[config.mk]
export PLATFORM = sky130hd
export DESIGN_NAME = windowed_throughput_meter
export DESIGN_NICKNAME = d
export VERILOG_FILES = /design/src/wtm_pkg.sv /design/src/wtm_ram.sv /design/src/wtm_divider.sv /design/src/wtm_sequencer.sv /design/src/wtm_datapath.sv /design/src/windowed_throughput_meter.sv
export SDC_FILE = /design/constraint.sdc
export NUM_CORES = 2
export LEC_CHECK = 0
export BUFFER_PORTS_ARGS = -buffer_cell sky130_fd_sc_hd__buf_2
export CAP_MARGIN = 25
export CORE_ASPECT_RATIO = 1.2
export CORE_MARGIN = 5
export CORE_UTILIZATION = 25
export DETAILED_ROUTE_END_ITERATION = 8
export SETUP_SLACK_MARGIN = 0.1
export SYNTH_ARGS = -nofsm -noshare
export SYNTH_HDL_FRONTEND = slang
export SYNTH_SLANG_ARGS = --single-unit
[constraint.sdc]
create_clock -name clk -period 14.8 [get_ports clk]
set_input_delay 2.22 -clock clk [delete_from_list [all_inputs] [get_ports clk]]
set_output_delay 2.22 -clock clk [all_outputs]
set_load 0.05 [all_outputs]
[src/wtm_pkg.sv]
// Shared types, constants and the control store for the windowed throughput meter.
// Depends on nothing; every other file of the meter but wtm_ram refers to it by scoped names.
`timescale 1ns / 1ps

package wtm_pkg;

    // Ring geometry; the ring index is the low bits of a bucket number,
    // so the ring depth stays a power of two
    localparam int BUCKETS  = 16;
    localparam int IDX_W    = $clog2(BUCKETS);
    localparam int WIDTH_W  = 5;

    // Field widths
    localparam int TICK_W   = 32;
    localparam int BYTE_W   = 32;
    localparam int MS_W     = 16;
    localparam int RATE_W   = 47;

    // Datapath widths: window sum, scaled sum, divider operands
    localparam int ACC_W    = BYTE_W + IDX_W;
    localparam int PROD_W   = ACC_W + 10;
    localparam int DVD_W    = 48;
    localparam int DVS_W    = 20;
    localparam int CNT_W    = $clog2(DVD_W + 1);
    localparam int RATE_SCALE = 1000;

    // Configuration port
    localparam int CFG_ADDR_W = 3;
    localparam int CFG_DATA_W = 32;
    localparam logic [CFG_ADDR_W-3:0] REG_BUCKET_MS = '0;
    localparam logic [MS_W-1:0] BUCKET_MS_RESET = 16'd100;

    // Item actions
    typedef enum logic [1:0] {
        ACT_ADD   = 2'd0,
        ACT_QUERY = 2'd1,
        ACT_CLEAR = 2'd2,
        ACT_NONE  = 2'd3
    } action_t;

    // Datapath micro-operations
    typedef enum logic [3:0] {
        OP_NOP,
        OP_DIV_TICK,
        OP_SLIDE,
        OP_ADD_WR,
        OP_CLEAR,
        OP_SUM_INIT,
        OP_SUM_STEP,
        OP_SUM_LAST,
        OP_MUL,
        OP_DIV_RATE,
        OP_EMIT
    } uop_t;

    // Jump conditions
    typedef enum logic [2:0] {
        CND_NEVER,
        CND_ALWAYS,
        CND_NO_GO,
        CND_DIV_BUSY,
        CND_IS_QUERY,
        CND_IS_CLEAR,
        CND_SUM_MORE
    } cond_t;

    localparam int STEP_W = 4;

    // Control store addresses
    localparam logic [STEP_W-1:0] S_IDLE      = 4'd0;
    localparam logic [STEP_W-1:0] S_DIV_TICK  = 4'd1;
    localparam logic [STEP_W-1:0] S_TICK_WAIT = 4'd2;
    localparam logic [STEP_W-1:0] S_SLIDE     = 4'd3;
    localparam logic [STEP_W-1:0] S_RD_CUR    = 4'd4;
    localparam logic [STEP_W-1:0] S_ADD_WR    = 4'd5;
    localparam logic [STEP_W-1:0] S_CLEAR     = 4'd6;
    localparam logic [STEP_W-1:0] S_SUM_INIT  = 4'd7;
    localparam logic [STEP_W-1:0] S_SUM_STEP  = 4'd8;
    localparam logic [STEP_W-1:0] S_SUM_LAST  = 4'd9;
    localparam logic [STEP_W-1:0] S_MUL       = 4'd10;
    localparam logic [STEP_W-1:0] S_DIV_RATE  = 4'd11;
    localparam logic [STEP_W-1:0] S_RATE_WAIT = 4'd12;
    localparam logic [STEP_W-1:0] S_EMIT      = 4'd13;

    typedef struct packed {
        uop_t               op;
        cond_t              cond;
        logic [STEP_W-1:0]  target;
    } ucode_t;

    typedef struct packed {
        logic go;
        logic div_busy;
        logic is_query;
        logic is_clear;
        logic sum_more;
    } status_t;

    // Control store: one word per step, jump to target when cond holds
    function automatic ucode_t ucode_rom(input logic [STEP_W-1:0] step);
        ucode_t w;
        case (step)
            S_IDLE:      w = '{OP_NOP,      CND_NO_GO,    S_IDLE};
            S_DIV_TICK:  w = '{OP_DIV_TICK, CND_NEVER,    S_IDLE};
            S_TICK_WAIT: w = '{OP_NOP,      CND_DIV_BUSY, S_TICK_WAIT};
            S_SLIDE:     w = '{OP_SLIDE,    CND_IS_QUERY, S_SUM_INIT};
            // the current bucket is read here for add, harmless for clear
            S_RD_CUR:    w = '{OP_NOP,      CND_IS_CLEAR, S_CLEAR};
            S_ADD_WR:    w = '{OP_ADD_WR,   CND_ALWAYS,   S_IDLE};
            S_CLEAR:     w = '{OP_CLEAR,    CND_ALWAYS,   S_IDLE};
            S_SUM_INIT:  w = '{OP_SUM_INIT, CND_NEVER,    S_IDLE};
            S_SUM_STEP:  w = '{OP_SUM_STEP, CND_SUM_MORE, S_SUM_STEP};
            S_SUM_LAST:  w = '{OP_SUM_LAST, CND_NEVER,    S_IDLE};
            S_MUL:       w = '{OP_MUL,      CND_NEVER,    S_IDLE};
            S_DIV_RATE:  w = '{OP_DIV_RATE, CND_NEVER,    S_IDLE};
            S_RATE_WAIT: w = '{OP_NOP,      CND_DIV_BUSY, S_RATE_WAIT};
            S_EMIT:      w = '{OP_EMIT,     CND_ALWAYS,   S_IDLE};
            default:     w = '{OP_NOP,      CND_ALWAYS,   S_IDLE};
        endcase
        return w;
    endfunction

endpackage

[src/wtm_ram.sv]
// Generic single-write, single-read RAM with registered read data.
// Depends on nothing.
`timescale 1ns / 1ps

module wtm_ram #(
    parameter int WIDTH = 32,
    parameter int DEPTH = 16
) (
    input  logic                     clk,
    input  logic                     we,
    input  logic [$clog2(DEPTH)-1:0] waddr,
    input  logic [WIDTH-1:0]         wdata,
    input  logic [$clog2(DEPTH)-1:0] raddr,
    output logic [WIDTH-1:0]         rdata
);

    logic [WIDTH-1:0] mem [DEPTH];
    logic [WIDTH-1:0] rdata_reg;

    // Write port and registered read port
    always_ff @(posedge clk)
    begin
        if (we)
        begin
            mem[waddr] <= wdata;
        end
        rdata_reg <= mem[raddr];
    end

    assign rdata = rdata_reg;

endmodule

[src/wtm_divider.sv]
// Bit-serial restoring divider: one quotient bit per clock, shared by the
// bucket index and the rate. Depends on wtm_pkg.
`timescale 1ns / 1ps

module wtm_divider (
    input  logic                        clk,
    input  logic                        rst_n,
    input  logic                        load,
    input  logic [wtm_pkg::DVD_W-1:0]   dividend,
    input  logic [wtm_pkg::DVS_W-1:0]   divisor,
    input  logic [wtm_pkg::CNT_W-1:0]   steps,
    output logic                        busy,
    output logic [wtm_pkg::DVD_W-1:0]   quotient
);

    logic [wtm_pkg::CNT_W-1:0] cnt_reg, cnt_next;
    logic [wtm_pkg::DVD_W-1:0] dvd_reg, dvd_next;
    logic [wtm_pkg::DVD_W-1:0] quo_reg, quo_next;
    logic [wtm_pkg::DVS_W-1:0] dvs_reg, dvs_next;
    logic [wtm_pkg::DVS_W-1:0] rem_reg, rem_next;
    logic [wtm_pkg::DVS_W:0]   rem_shift;
    logic [wtm_pkg::DVS_W:0]   diff;
    logic                      take;

    // Shift in the next dividend bit and try to subtract the divisor
    always_comb
    begin
        rem_shift = {rem_reg, dvd_reg[wtm_pkg::DVD_W-1]};
        diff      = rem_shift - {1'b0, dvs_reg};
        take      = ~diff[wtm_pkg::DVS_W];
        cnt_next  = cnt_reg;
        dvd_next  = dvd_reg;
        quo_next  = quo_reg;
        dvs_next  = dvs_reg;
        rem_next  = rem_reg;
        if (load)
        begin
            cnt_next = steps;
            dvd_next = dividend;
            dvs_next = divisor;
            quo_next = '0;
            rem_next = '0;
        end
        else if (busy)
        begin
            cnt_next = cnt_reg - 1'b1;
            dvd_next = {dvd_reg[wtm_pkg::DVD_W-2:0], 1'b0};
            quo_next = {quo_reg[wtm_pkg::DVD_W-2:0], take};
            rem_next = take ? diff[wtm_pkg::DVS_W-1:0] : rem_shift[wtm_pkg::DVS_W-1:0];
        end
    end

    // Hold the step count
    always_ff @(posedge clk or negedge rst_n)
    begin
        if (!rst_n)
        begin
            cnt_reg <= '0;
        end
        else
        begin
            cnt_reg <= cnt_next;
        end
    end

    // Advance the operands
    always_ff @(posedge clk)
    begin
        dvd_reg <= dvd_next;
        quo_reg <= quo_next;
        dvs_reg <= dvs_next;
        rem_reg <= rem_next;
    end

    assign busy     = (cnt_reg != '0);
    assign quotient = quo_reg;

endmodule

[src/wtm_sequencer.sv]
// Microcode sequencer: step counter, control store lookup and conditional jumps.
// Depends on wtm_pkg.
`timescale 1ns / 1ps

module wtm_sequencer (
    input  logic             clk,
    input  logic             rst_n,
    input  wtm_pkg::status_t status,
    output wtm_pkg::ucode_t  ctrl,
    output logic             busy
);

    logic [wtm_pkg::STEP_W-1:0] step_reg, step_next;
    logic                       taken;

    // Fetch the control word and pick the next step
    always_comb
    begin
        ctrl = wtm_pkg::ucode_rom(step_reg);
        case (ctrl.cond)
            wtm_pkg::CND_NEVER:    taken = 1'b0;
            wtm_pkg::CND_ALWAYS:   taken = 1'b1;
            wtm_pkg::CND_NO_GO:    taken = ~status.go;
            wtm_pkg::CND_DIV_BUSY: taken = status.div_busy;
            wtm_pkg::CND_IS_QUERY: taken = status.is_query;
            wtm_pkg::CND_IS_CLEAR: taken = status.is_clear;
            wtm_pkg::CND_SUM_MORE: taken = status.sum_more;
            default:               taken = 1'b1;
        endcase
        step_next = taken ? ctrl.target : step_reg + 1'b1;
    end

    // Hold the step counter
    always_ff @(posedge clk or negedge rst_n)
    begin
        if (!rst_n)
        begin
            step_reg <= wtm_pkg::S_IDLE;
        end
        else
        begin
            step_reg <= step_next;
        end
    end

    assign busy = (step_reg != wtm_pkg::S_IDLE);

endmodule

[src/wtm_datapath.sv]
// Meter datapath: window bounds, bucket ring with valid bits, window sum,
// scaling and the shared divider. Depends on wtm_pkg, wtm_ram, wtm_divider.
`timescale 1ns / 1ps

module wtm_datapath (
    input  logic                         clk,
    input  logic                         rst_n,
    input  logic                         start,
    input  logic                         accept,
    input  logic [1:0]                   action,
    input  logic [wtm_pkg::TICK_W-1:0]   tick_ms,
    input  logic [wtm_pkg::BYTE_W-1:0]   byte_count,
    input  logic [wtm_pkg::MS_W-1:0]     bucket_ms,
    input  wtm_pkg::ucode_t              ctrl,
    output wtm_pkg::status_t             status,
    output logic [wtm_pkg::RATE_W-1:0]   rate_bytes_per_s,
    output logic [wtm_pkg::WIDTH_W-1:0]  window_buckets,
    output logic                         done
);

    // Control state
    logic [wtm_pkg::TICK_W-1:0]  first_reg, first_next;
    logic [wtm_pkg::TICK_W-1:0]  end_reg, end_next;
    logic [wtm_pkg::BUCKETS-1:0] valid_reg, valid_next;
    logic                        done_reg, done_next;

    // Payload
    wtm_pkg::action_t            action_reg, action_next;
    logic [wtm_pkg::TICK_W-1:0]  tick_reg, tick_next;
    logic [wtm_pkg::BYTE_W-1:0]  bytes_reg, bytes_next;
    logic [wtm_pkg::TICK_W-1:0]  cur_reg, cur_next;
    logic [wtm_pkg::ACC_W-1:0]   acc_reg, acc_next;
    logic [wtm_pkg::IDX_W-1:0]   ptr_reg, ptr_next;
    logic [wtm_pkg::WIDTH_W-1:0] left_reg, left_next;
    logic                        pend_reg, pend_next;
    logic [wtm_pkg::WIDTH_W-1:0] width_reg, width_next;
    logic [wtm_pkg::PROD_W-1:0]  prod_reg, prod_next;
    logic [wtm_pkg::DVS_W-1:0]   den_reg, den_next;
    logic                        rd_valid_reg;
    logic [wtm_pkg::RATE_W-1:0]  rate_reg, rate_next;
    logic [wtm_pkg::WIDTH_W-1:0] wb_reg, wb_next;

    // Window arithmetic
    logic [wtm_pkg::MS_W-1:0]    len;
    logic [wtm_pkg::TICK_W-1:0]  cur_raw, cur_cap, end_m1, cur_new, skipped, end_new;
    logic [wtm_pkg::WIDTH_W-1:0] n_skip;
    logic [wtm_pkg::BUCKETS-1:0] skip_mask;
    logic [wtm_pkg::TICK_W-1:0]  span;

    // Ring and divider
    logic                        ram_we;
    logic [wtm_pkg::IDX_W-1:0]   ram_waddr, ram_raddr;
    logic [wtm_pkg::BYTE_W-1:0]  ram_wdata, ram_rdata, rd_bytes;
    logic                        div_load, div_busy;
    logic [wtm_pkg::DVD_W-1:0]   div_dividend, div_quo;
    logic [wtm_pkg::DVS_W-1:0]   div_divisor;
    logic [wtm_pkg::CNT_W-1:0]   div_steps;

    // A bucket length of zero counts as one
    assign len = (bucket_ms == '0) ? wtm_pkg::MS_W'(1) : bucket_ms;

    // Bucket index clamp, skipped-bucket mask and window slide
    always_comb
    begin
        cur_raw = div_quo[wtm_pkg::TICK_W-1:0];
        cur_cap = (cur_raw == '1) ? cur_raw - 1'b1 : cur_raw;
        end_m1  = end_reg - 1'b1;
        cur_new = (cur_cap < end_m1) ? end_m1 : cur_cap;
        skipped = cur_new - end_m1;
        n_skip  = (skipped < wtm_pkg::TICK_W'(wtm_pkg::BUCKETS)) ?
                  skipped[wtm_pkg::WIDTH_W-1:0] : wtm_pkg::WIDTH_W'(wtm_pkg::BUCKETS);
        end_new = cur_new + 1'b1;
        for (int j = 0; j < wtm_pkg::BUCKETS; j++)
        begin
            skip_mask[j] = ({1'b0, wtm_pkg::IDX_W'(j) - end_reg[wtm_pkg::IDX_W-1:0]} < n_skip);
        end
    end

    assign span = end_reg - first_reg;

    // Read data of a bucket not written since its valid bit was last cleared (by a clear or a slide) counts as zero
    assign rd_bytes  = rd_valid_reg ? ram_rdata : '0;
    assign ram_raddr = (ctrl.op == wtm_pkg::OP_SUM_STEP) ? ptr_reg
                                                         : cur_reg[wtm_pkg::IDX_W-1:0];
    assign ram_we    = (ctrl.op == wtm_pkg::OP_ADD_WR);
    assign ram_waddr = cur_reg[wtm_pkg::IDX_W-1:0];
    assign ram_wdata = rd_bytes + bytes_reg;

    // Divider operands: bucket index, then rate
    always_comb
    begin
        div_load = 1'b0;
        div_dividend = {tick_reg, {(wtm_pkg::DVD_W - wtm_pkg::TICK_W){1'b0}}};
        div_divisor  = wtm_pkg::DVS_W'(len);
        div_steps    = wtm_pkg::CNT_W'(wtm_pkg::TICK_W);
        case (ctrl.op)
            wtm_pkg::OP_DIV_TICK:
            begin
                div_load = 1'b1;
            end
            wtm_pkg::OP_DIV_RATE:
            begin
                div_load     = 1'b1;
                div_dividend = wtm_pkg::DVD_W'(prod_reg);
                div_divisor  = den_reg;
                div_steps    = wtm_pkg::CNT_W'(wtm_pkg::DVD_W);
            end
            default:
            begin
                div_load = 1'b0;
            end
        endcase
    end

    // Next values per micro-operation
    always_comb
    begin
        first_next  = first_reg;
        end_next    = end_reg;
        valid_next  = valid_reg;
        done_next   = 1'b0;
        action_next = action_reg;
        tick_next   = tick_reg;
        bytes_next  = bytes_reg;
        cur_next    = cur_reg;
        acc_next    = acc_reg;
        ptr_next    = ptr_reg;
        left_next   = left_reg;
        pend_next   = pend_reg;
        width_next  = width_reg;
        prod_next   = prod_reg;
        den_next    = den_reg;
        rate_next   = rate_reg;
        wb_next     = wb_reg;

        if (accept)
        begin
            action_next = wtm_pkg::action_t'(action);
            tick_next   = tick_ms;
            bytes_next  = byte_count;
        end

        case (ctrl.op)
            wtm_pkg::OP_SLIDE:
            begin
                cur_next   = cur_new;
                end_next   = end_new;
                valid_next = valid_reg & ~skip_mask;
                if (end_new >= wtm_pkg::TICK_W'(wtm_pkg::BUCKETS) &&
                    first_reg < end_new - wtm_pkg::TICK_W'(wtm_pkg::BUCKETS))
                begin
                    first_next = end_new - wtm_pkg::TICK_W'(wtm_pkg::BUCKETS);
                end
            end
            wtm_pkg::OP_ADD_WR:
            begin
                valid_next[cur_reg[wtm_pkg::IDX_W-1:0]] = 1'b1;
            end
            wtm_pkg::OP_CLEAR:
            begin
                valid_next = '0;
                first_next = cur_reg;
            end
            wtm_pkg::OP_SUM_INIT:
            begin
                acc_next   = '0;
                ptr_next   = first_reg[wtm_pkg::IDX_W-1:0];
                left_next  = span[wtm_pkg::WIDTH_W-1:0];
                width_next = span[wtm_pkg::WIDTH_W-1:0];
                pend_next  = 1'b0;
            end
            wtm_pkg::OP_SUM_STEP:
            begin
                // read one bucket, add the one read on the previous step
                ptr_next  = ptr_reg + 1'b1;
                left_next = left_reg - 1'b1;
                pend_next = 1'b1;
                acc_next  = acc_reg + (pend_reg ? wtm_pkg::ACC_W'(rd_bytes) : '0);
            end
            wtm_pkg::OP_SUM_LAST:
            begin
                acc_next = acc_reg + wtm_pkg::ACC_W'(rd_bytes);
            end
            wtm_pkg::OP_MUL:
            begin
                prod_next = wtm_pkg::PROD_W'(acc_reg) * wtm_pkg::PROD_W'(wtm_pkg::RATE_SCALE);
                den_next  = wtm_pkg::DVS_W'(width_reg) * wtm_pkg::DVS_W'(len);
            end
            wtm_pkg::OP_EMIT:
            begin
                rate_next = div_quo[wtm_pkg::RATE_W-1:0];
                wb_next   = width_reg;
                done_next = 1'b1;
            end
            default:
            begin
                done_next = 1'b0;
            end
        endcase
    end

    // Hold window bounds, valid bits and the result strobe
    always_ff @(posedge clk or negedge rst_n)
    begin
        if (!rst_n)
        begin
            first_reg <= '0;
            end_reg   <= wtm_pkg::TICK_W'(1);
            valid_reg <= '0;
            done_reg  <= 1'b0;
        end
        else
        begin
            first_reg <= first_next;
            end_reg   <= end_next;
            valid_reg <= valid_next;
            done_reg  <= done_next;
        end
    end

    // Advance the payload registers
    always_ff @(posedge clk)
    begin
        action_reg   <= action_next;
        tick_reg     <= tick_next;
        bytes_reg    <= bytes_next;
        cur_reg      <= cur_next;
        acc_reg      <= acc_next;
        ptr_reg      <= ptr_next;
        left_reg     <= left_next;
        pend_reg     <= pend_next;
        width_reg    <= width_next;
        prod_reg     <= prod_next;
        den_reg      <= den_next;
        rd_valid_reg <= valid_reg[ram_raddr];
        rate_reg     <= rate_next;
        wb_reg       <= wb_next;
    end

    wtm_ram #(
        .WIDTH (wtm_pkg::BYTE_W),
        .DEPTH (wtm_pkg::BUCKETS)
    ) u_ring (
        .clk   (clk),
        .we    (ram_we),
        .waddr (ram_waddr),
        .wdata (ram_wdata),
        .raddr (ram_raddr),
        .rdata (ram_rdata)
    );

    wtm_divider u_div (
        .clk      (clk),
        .rst_n    (rst_n),
        .load     (div_load),
        .dividend (div_dividend),
        .divisor  (div_divisor),
        .steps    (div_steps),
        .busy     (div_busy),
        .quotient (div_quo)
    );

    // Status for the sequencer
    always_comb
    begin
        status.go       = start && (action != wtm_pkg::ACT_NONE);
        status.div_busy = div_busy;
        status.is_query = (action_reg == wtm_pkg::ACT_QUERY);
        status.is_clear = (action_reg == wtm_pkg::ACT_CLEAR);
        status.sum_more = (left_reg != wtm_pkg::WIDTH_W'(1));
    end

    assign rate_bytes_per_s = rate_reg;
    assign window_buckets   = wb_reg;
    assign done             = done_reg;

endmodule

[src/windowed_throughput_meter.sv]
// Add and clear keep busy high while they run, an unused action leaves busy low;
// a query ends in a done strobe, and its run grows with W (window buckets, 1..16).
// The bit-serial divider (one quotient bit per cycle: 32 bits for the bucket index,
// 48 for the rate) and the one-bucket-per-cycle window sum set the length of each run.
// Throughput: one transaction at a time; start is taken whenever busy is low.
// Reset (rst_n, async, active low): empty ring, window 0..1, bucket_ms 100.
`timescale 1ns / 1ps

module windowed_throughput_meter (
    input  logic                            clk,
    input  logic                            rst_n,
    input  logic                            start,
    output logic                            busy,
    input  logic [1:0]                      action,
    input  logic [wtm_pkg::TICK_W-1:0]      tick_ms,
    input  logic [wtm_pkg::BYTE_W-1:0]      byte_count,
    output logic [wtm_pkg::RATE_W-1:0]      rate_bytes_per_s,
    output logic [wtm_pkg::WIDTH_W-1:0]     window_buckets,
    output logic                            done,
    input  logic                            psel,
    input  logic                            penable,
    input  logic                            pwrite,
    input  logic [wtm_pkg::CFG_ADDR_W-1:0]  paddr,
    input  logic [wtm_pkg::CFG_DATA_W-1:0]  pwdata,
    output logic [wtm_pkg::CFG_DATA_W-1:0]  prdata,
    output logic                            pready
);

    logic [wtm_pkg::MS_W-1:0] bucket_ms_reg, bucket_ms_next;
    logic                     reg_hit;
    logic                     cfg_write;
    logic                     accept;
    wtm_pkg::ucode_t          ctrl;
    wtm_pkg::status_t         status;

    // Register decode
    assign pready    = 1'b1;
    assign reg_hit   = (paddr[wtm_pkg::CFG_ADDR_W-1:2] == wtm_pkg::REG_BUCKET_MS);
    assign cfg_write = psel && penable && pwrite && pready;
    assign prdata    = reg_hit ? wtm_pkg::CFG_DATA_W'(bucket_ms_reg) : '0;

    always_comb
    begin
        bucket_ms_next = bucket_ms_reg;
        if (cfg_write && reg_hit)
        begin
            bucket_ms_next = pwdata[wtm_pkg::MS_W-1:0];
        end
    end

    always_ff @(posedge clk or negedge rst_n)
    begin
        if (!rst_n)
        begin
            bucket_ms_reg <= wtm_pkg::BUCKET_MS_RESET;
        end
        else
        begin
            bucket_ms_reg <= bucket_ms_next;
        end
    end

    // Take a transaction while the sequencer sits idle
    assign accept = start && !busy;

    wtm_sequencer u_seq (
        .clk    (clk),
        .rst_n  (rst_n),
        .status (status),
        .ctrl   (ctrl),
        .busy   (busy)
    );

    wtm_datapath u_dp (
        .clk              (clk),
        .rst_n            (rst_n),
        .start            (start),
        .accept           (accept),
        .action           (action),
        .tick_ms          (tick_ms),
        .byte_count       (byte_count),
        .bucket_ms        (bucket_ms_reg),
        .ctrl             (ctrl),
        .status           (status),
        .rate_bytes_per_s (rate_bytes_per_s),
        .window_buckets   (window_buckets),
        .done             (done)
    );

endmodule

==> results_dict.tcl <==
set metrics [dict create \
    rsz0062_at_grt "no" \
    max_stage_delay_ps 800 \
    grt_pass1_vias 39200 \
    fillers 23800 \
    hold_viol 0 \
    synth_top_area_share_pct 42.9 \
    clock_skew_ps 61.0 \
    cp.required_ps 15390 \
    layout_setup_ws_ps 1880 \
    tns_ps 0 \
    ios 194 \
    crit_path_top_delay_cell "nor4_1" \
    setup_viol 0 \
    largest_register "u_dp.u_ring.mem" \
    finalCriticalPeriod_ps 12920 \
    drt_iter0_markers 2853 \
    maxSlewViolCount 0 \
    synth_area_leader_cell "edfxtp_1" \
    placed_cell_area_sq_mm 0.0635 \
    startpoint_type "register" \
    finalNetCount 5635 \
    grt_max_degree 96 \
    viasPerCell 4.72 \
    synth_seq_cells 1048 \
    ys_async_sr_fraction_pct 10.2 \
    cp.arrival_ps 13510 \
    post-route-period-util_pct 87.3 \
    wire_per_inst_microns 19.2 \
    worstSkewPairLatency_ps 730 \
    hold_class "reg -> reg" \
    cts-root-buf "clkbuf_16" \
    synthCells 4862 \
    crit_path_max_fanout 17 \
    die_w_microns 453 \
    syn_avg_cell_area_sq_um 12.1 \
    yosysWarnings 0 \
    dieArea_sq_mm 0.245 \
    clock_sinks 1048 \
    synth_cell_types 101 \
    cts.path.max_buffers 3 \
    syn_area_sq_mm 0.0589 \
    multi_input_comb_area_sq_mm 0.0274 \
    antenna_found_initial 10 \
    drive_above_1_share_pct 13.9 \
    final_util_pct 28.7 \
    largest_reg_flops 512 \
    dieHeight_microns 542 \
    crit_family "compound AO/OA/AOI/OAI gates" \
    ant_nets 0 \
    cp-end-kind "register" \
    rows 195 \
    grt-ovfl-total 0 \
    grt_usage_pct 12.5 \
    power_density_mw_per_mm2 254 \
    totalWireLength_mm 158 \
    crit_type "reg -> reg" \
    io_buffers 158 \
    dp_slack_ps 1980 \
    finalInstanceArea_sq_mm 0.0674 \
    grt_pass1_wl_mm 240 \
    cts_tree "built" \
    clkTransAtPathRegs_ps 70 \
    cts_setup_buffers 0 \
    area_delta_synth_final_pct 14.4 \
    h-tree-depth 3 \
    synth_seq_area_share_pct 50.8 \
    outcome "complete, no violations" \
    synth-main-ff-cell "edfxtp_1" \
    cp_common_cell "ha_1" \
    p_leak_nw 25.0 \
    max_freq_mhz 77.4 \
    ys_top_cells_by_area "edfxtp_1 43%, ha_1 7.5%, fa_1 6.1%" \
    cts_resized 0 \
    holdBufCountCts 0 \
    drtPass1Iterations 7 \
    synth_edf_count 841 \
    cp_num_buf_inv 4 \
    numCtsBuffers 108 \
    regArea_sq_mm 0.0299 \
    cap_violations 0 \
    place.gp.congestion 0.874 \
    dr_total_vias 38900 \
    slew_headroom_pct 26.8 \
    core_area_sq_mm 0.235 \
    drc_errors 0 \
    initial_core_util_pct 25.1 \
    tightest_slew_ps 1090 \
    detailedPlacementHpwl_mm 109 \
    peakVddDrop_mv 0.283 \
]
where the power goes:
part	internal [mW]	switching (mW)	total, mW
Clock	1.57	1.22	2.79
Sequential	4.64	0.319	4.96
Combinational	3.94	5.40	9.34
stage by stage:
stage / hold slack, ps / total power, mW / cells
after floorplan: 403 / 12.1 / 4877
after global placement: 416 / 14.1 / 8016
after detailed placement: 425 / 14.3 / 8017
after CTS: 443 / 17.2 / 8221
after global routing: 466 / 18.6 / 8245
final: 441 / 17.1 / 8245
layout by cell type, fill, tap and decap left out, types with 80 or more instances in the layout:
cell type | Yosys | routed
a21oi_1 | 260 | 259
and2_1 | 122 | 122
buf_2 | 18 | 158
buf_4 | 17 | 105
clkbuf_16 | 0 | 108
dfrtp_1 | 103 | 103
dfxtp_1 | 100 | 100
edfxtp_1 | 841 | 841
fa_1 | 180 | 180
ha_1 | 351 | 351
inv_1 | 207 | 205
mux4_2 | 132 | 132
nand2_1 | 560 | 560
nor2_1 | 220 | 205
nor2b_1 | 80 | 80
o21ai_0 | 220 | 219
xnor2_1 | 151 | 151
xor2_1 | 86 | 86
layout make-up:
type	count	area share, %
Sequential cell	1048	44.4
Timing Repair Buffer	266	2.45
Inverter	210	1.17
Clock buffer	140	4.32
Clock inverter	64	1.11
Tap cell	3152	5.85
Antenna cell	2	0.00743
Multi-Input combinational cell	3363	40.7
cells in the mapped netlist, drive strengths merged (44+ instances only):
cell,instances
dfrtp,103
nand4,44
a211oi,62
nor2b,80
clkbuf,194
nor2,220
xor2,86
dfxtp,100
a21o,63
a31oi,62
nand2,560
fa,180
and2,124
nor3,81
ha,351
buf,62
edfxtp,841
a21oi,260
mux2i,77
inv,208
o21ai,224
nand3,68
xnor2,151
mux4,132
worst paths after layout:
kind | startpoint | to | slack, ps | cells past startpoint
hold reg to reg | u_dp.u_div.quotient[46] | u_dp.rate_bytes_per_s[46] | 440 | 0
min in group asynchronous | rst_n | bucket_ms_reg[8] | 1360 | 1
setup reg to reg | u_dp.end_reg[0] | u_dp.first_reg[3] | 1880 | 42
hold / removal | u_dp.u_div.quotient[46] | u_dp.rate_bytes_per_s[46] | 440 | 0
max in group asynchronous | rst_n | u_dp.first_reg[30] | 12040 | 3
setup / recovery | u_dp.end_reg[0] | u_dp.first_reg[3] | 1880 | 42
kinds of logic after synthesis:
logic type / after synthesis / share of synthesized area (%)
and+or+nand+nor: 1395 / 11.6
DFF: 1048 / 50.8
AOI/OAI and AO/OA: 944 / 10.4
adders and majority gates: 531 / 13.6
buffers and inverters: 466 / 3.18
muxes: 239 / 6.93
xor gates and xnor gates: 237 / 3.52
other: 2 / 0.0128
metal layers:
metal | global-route usage, % | vias to the layer above | wire length, microns
li1 | - | 18200 | -
met1 | 16.3 | 19600 | 68600
met2 | 21.6 | 986 | 76800
met3 | 1.46 | 232 | 7080
met4 | 4.31 | 2 | 5360
met5 | 0 | - | 13
Power figures use the tool's default switching activity.
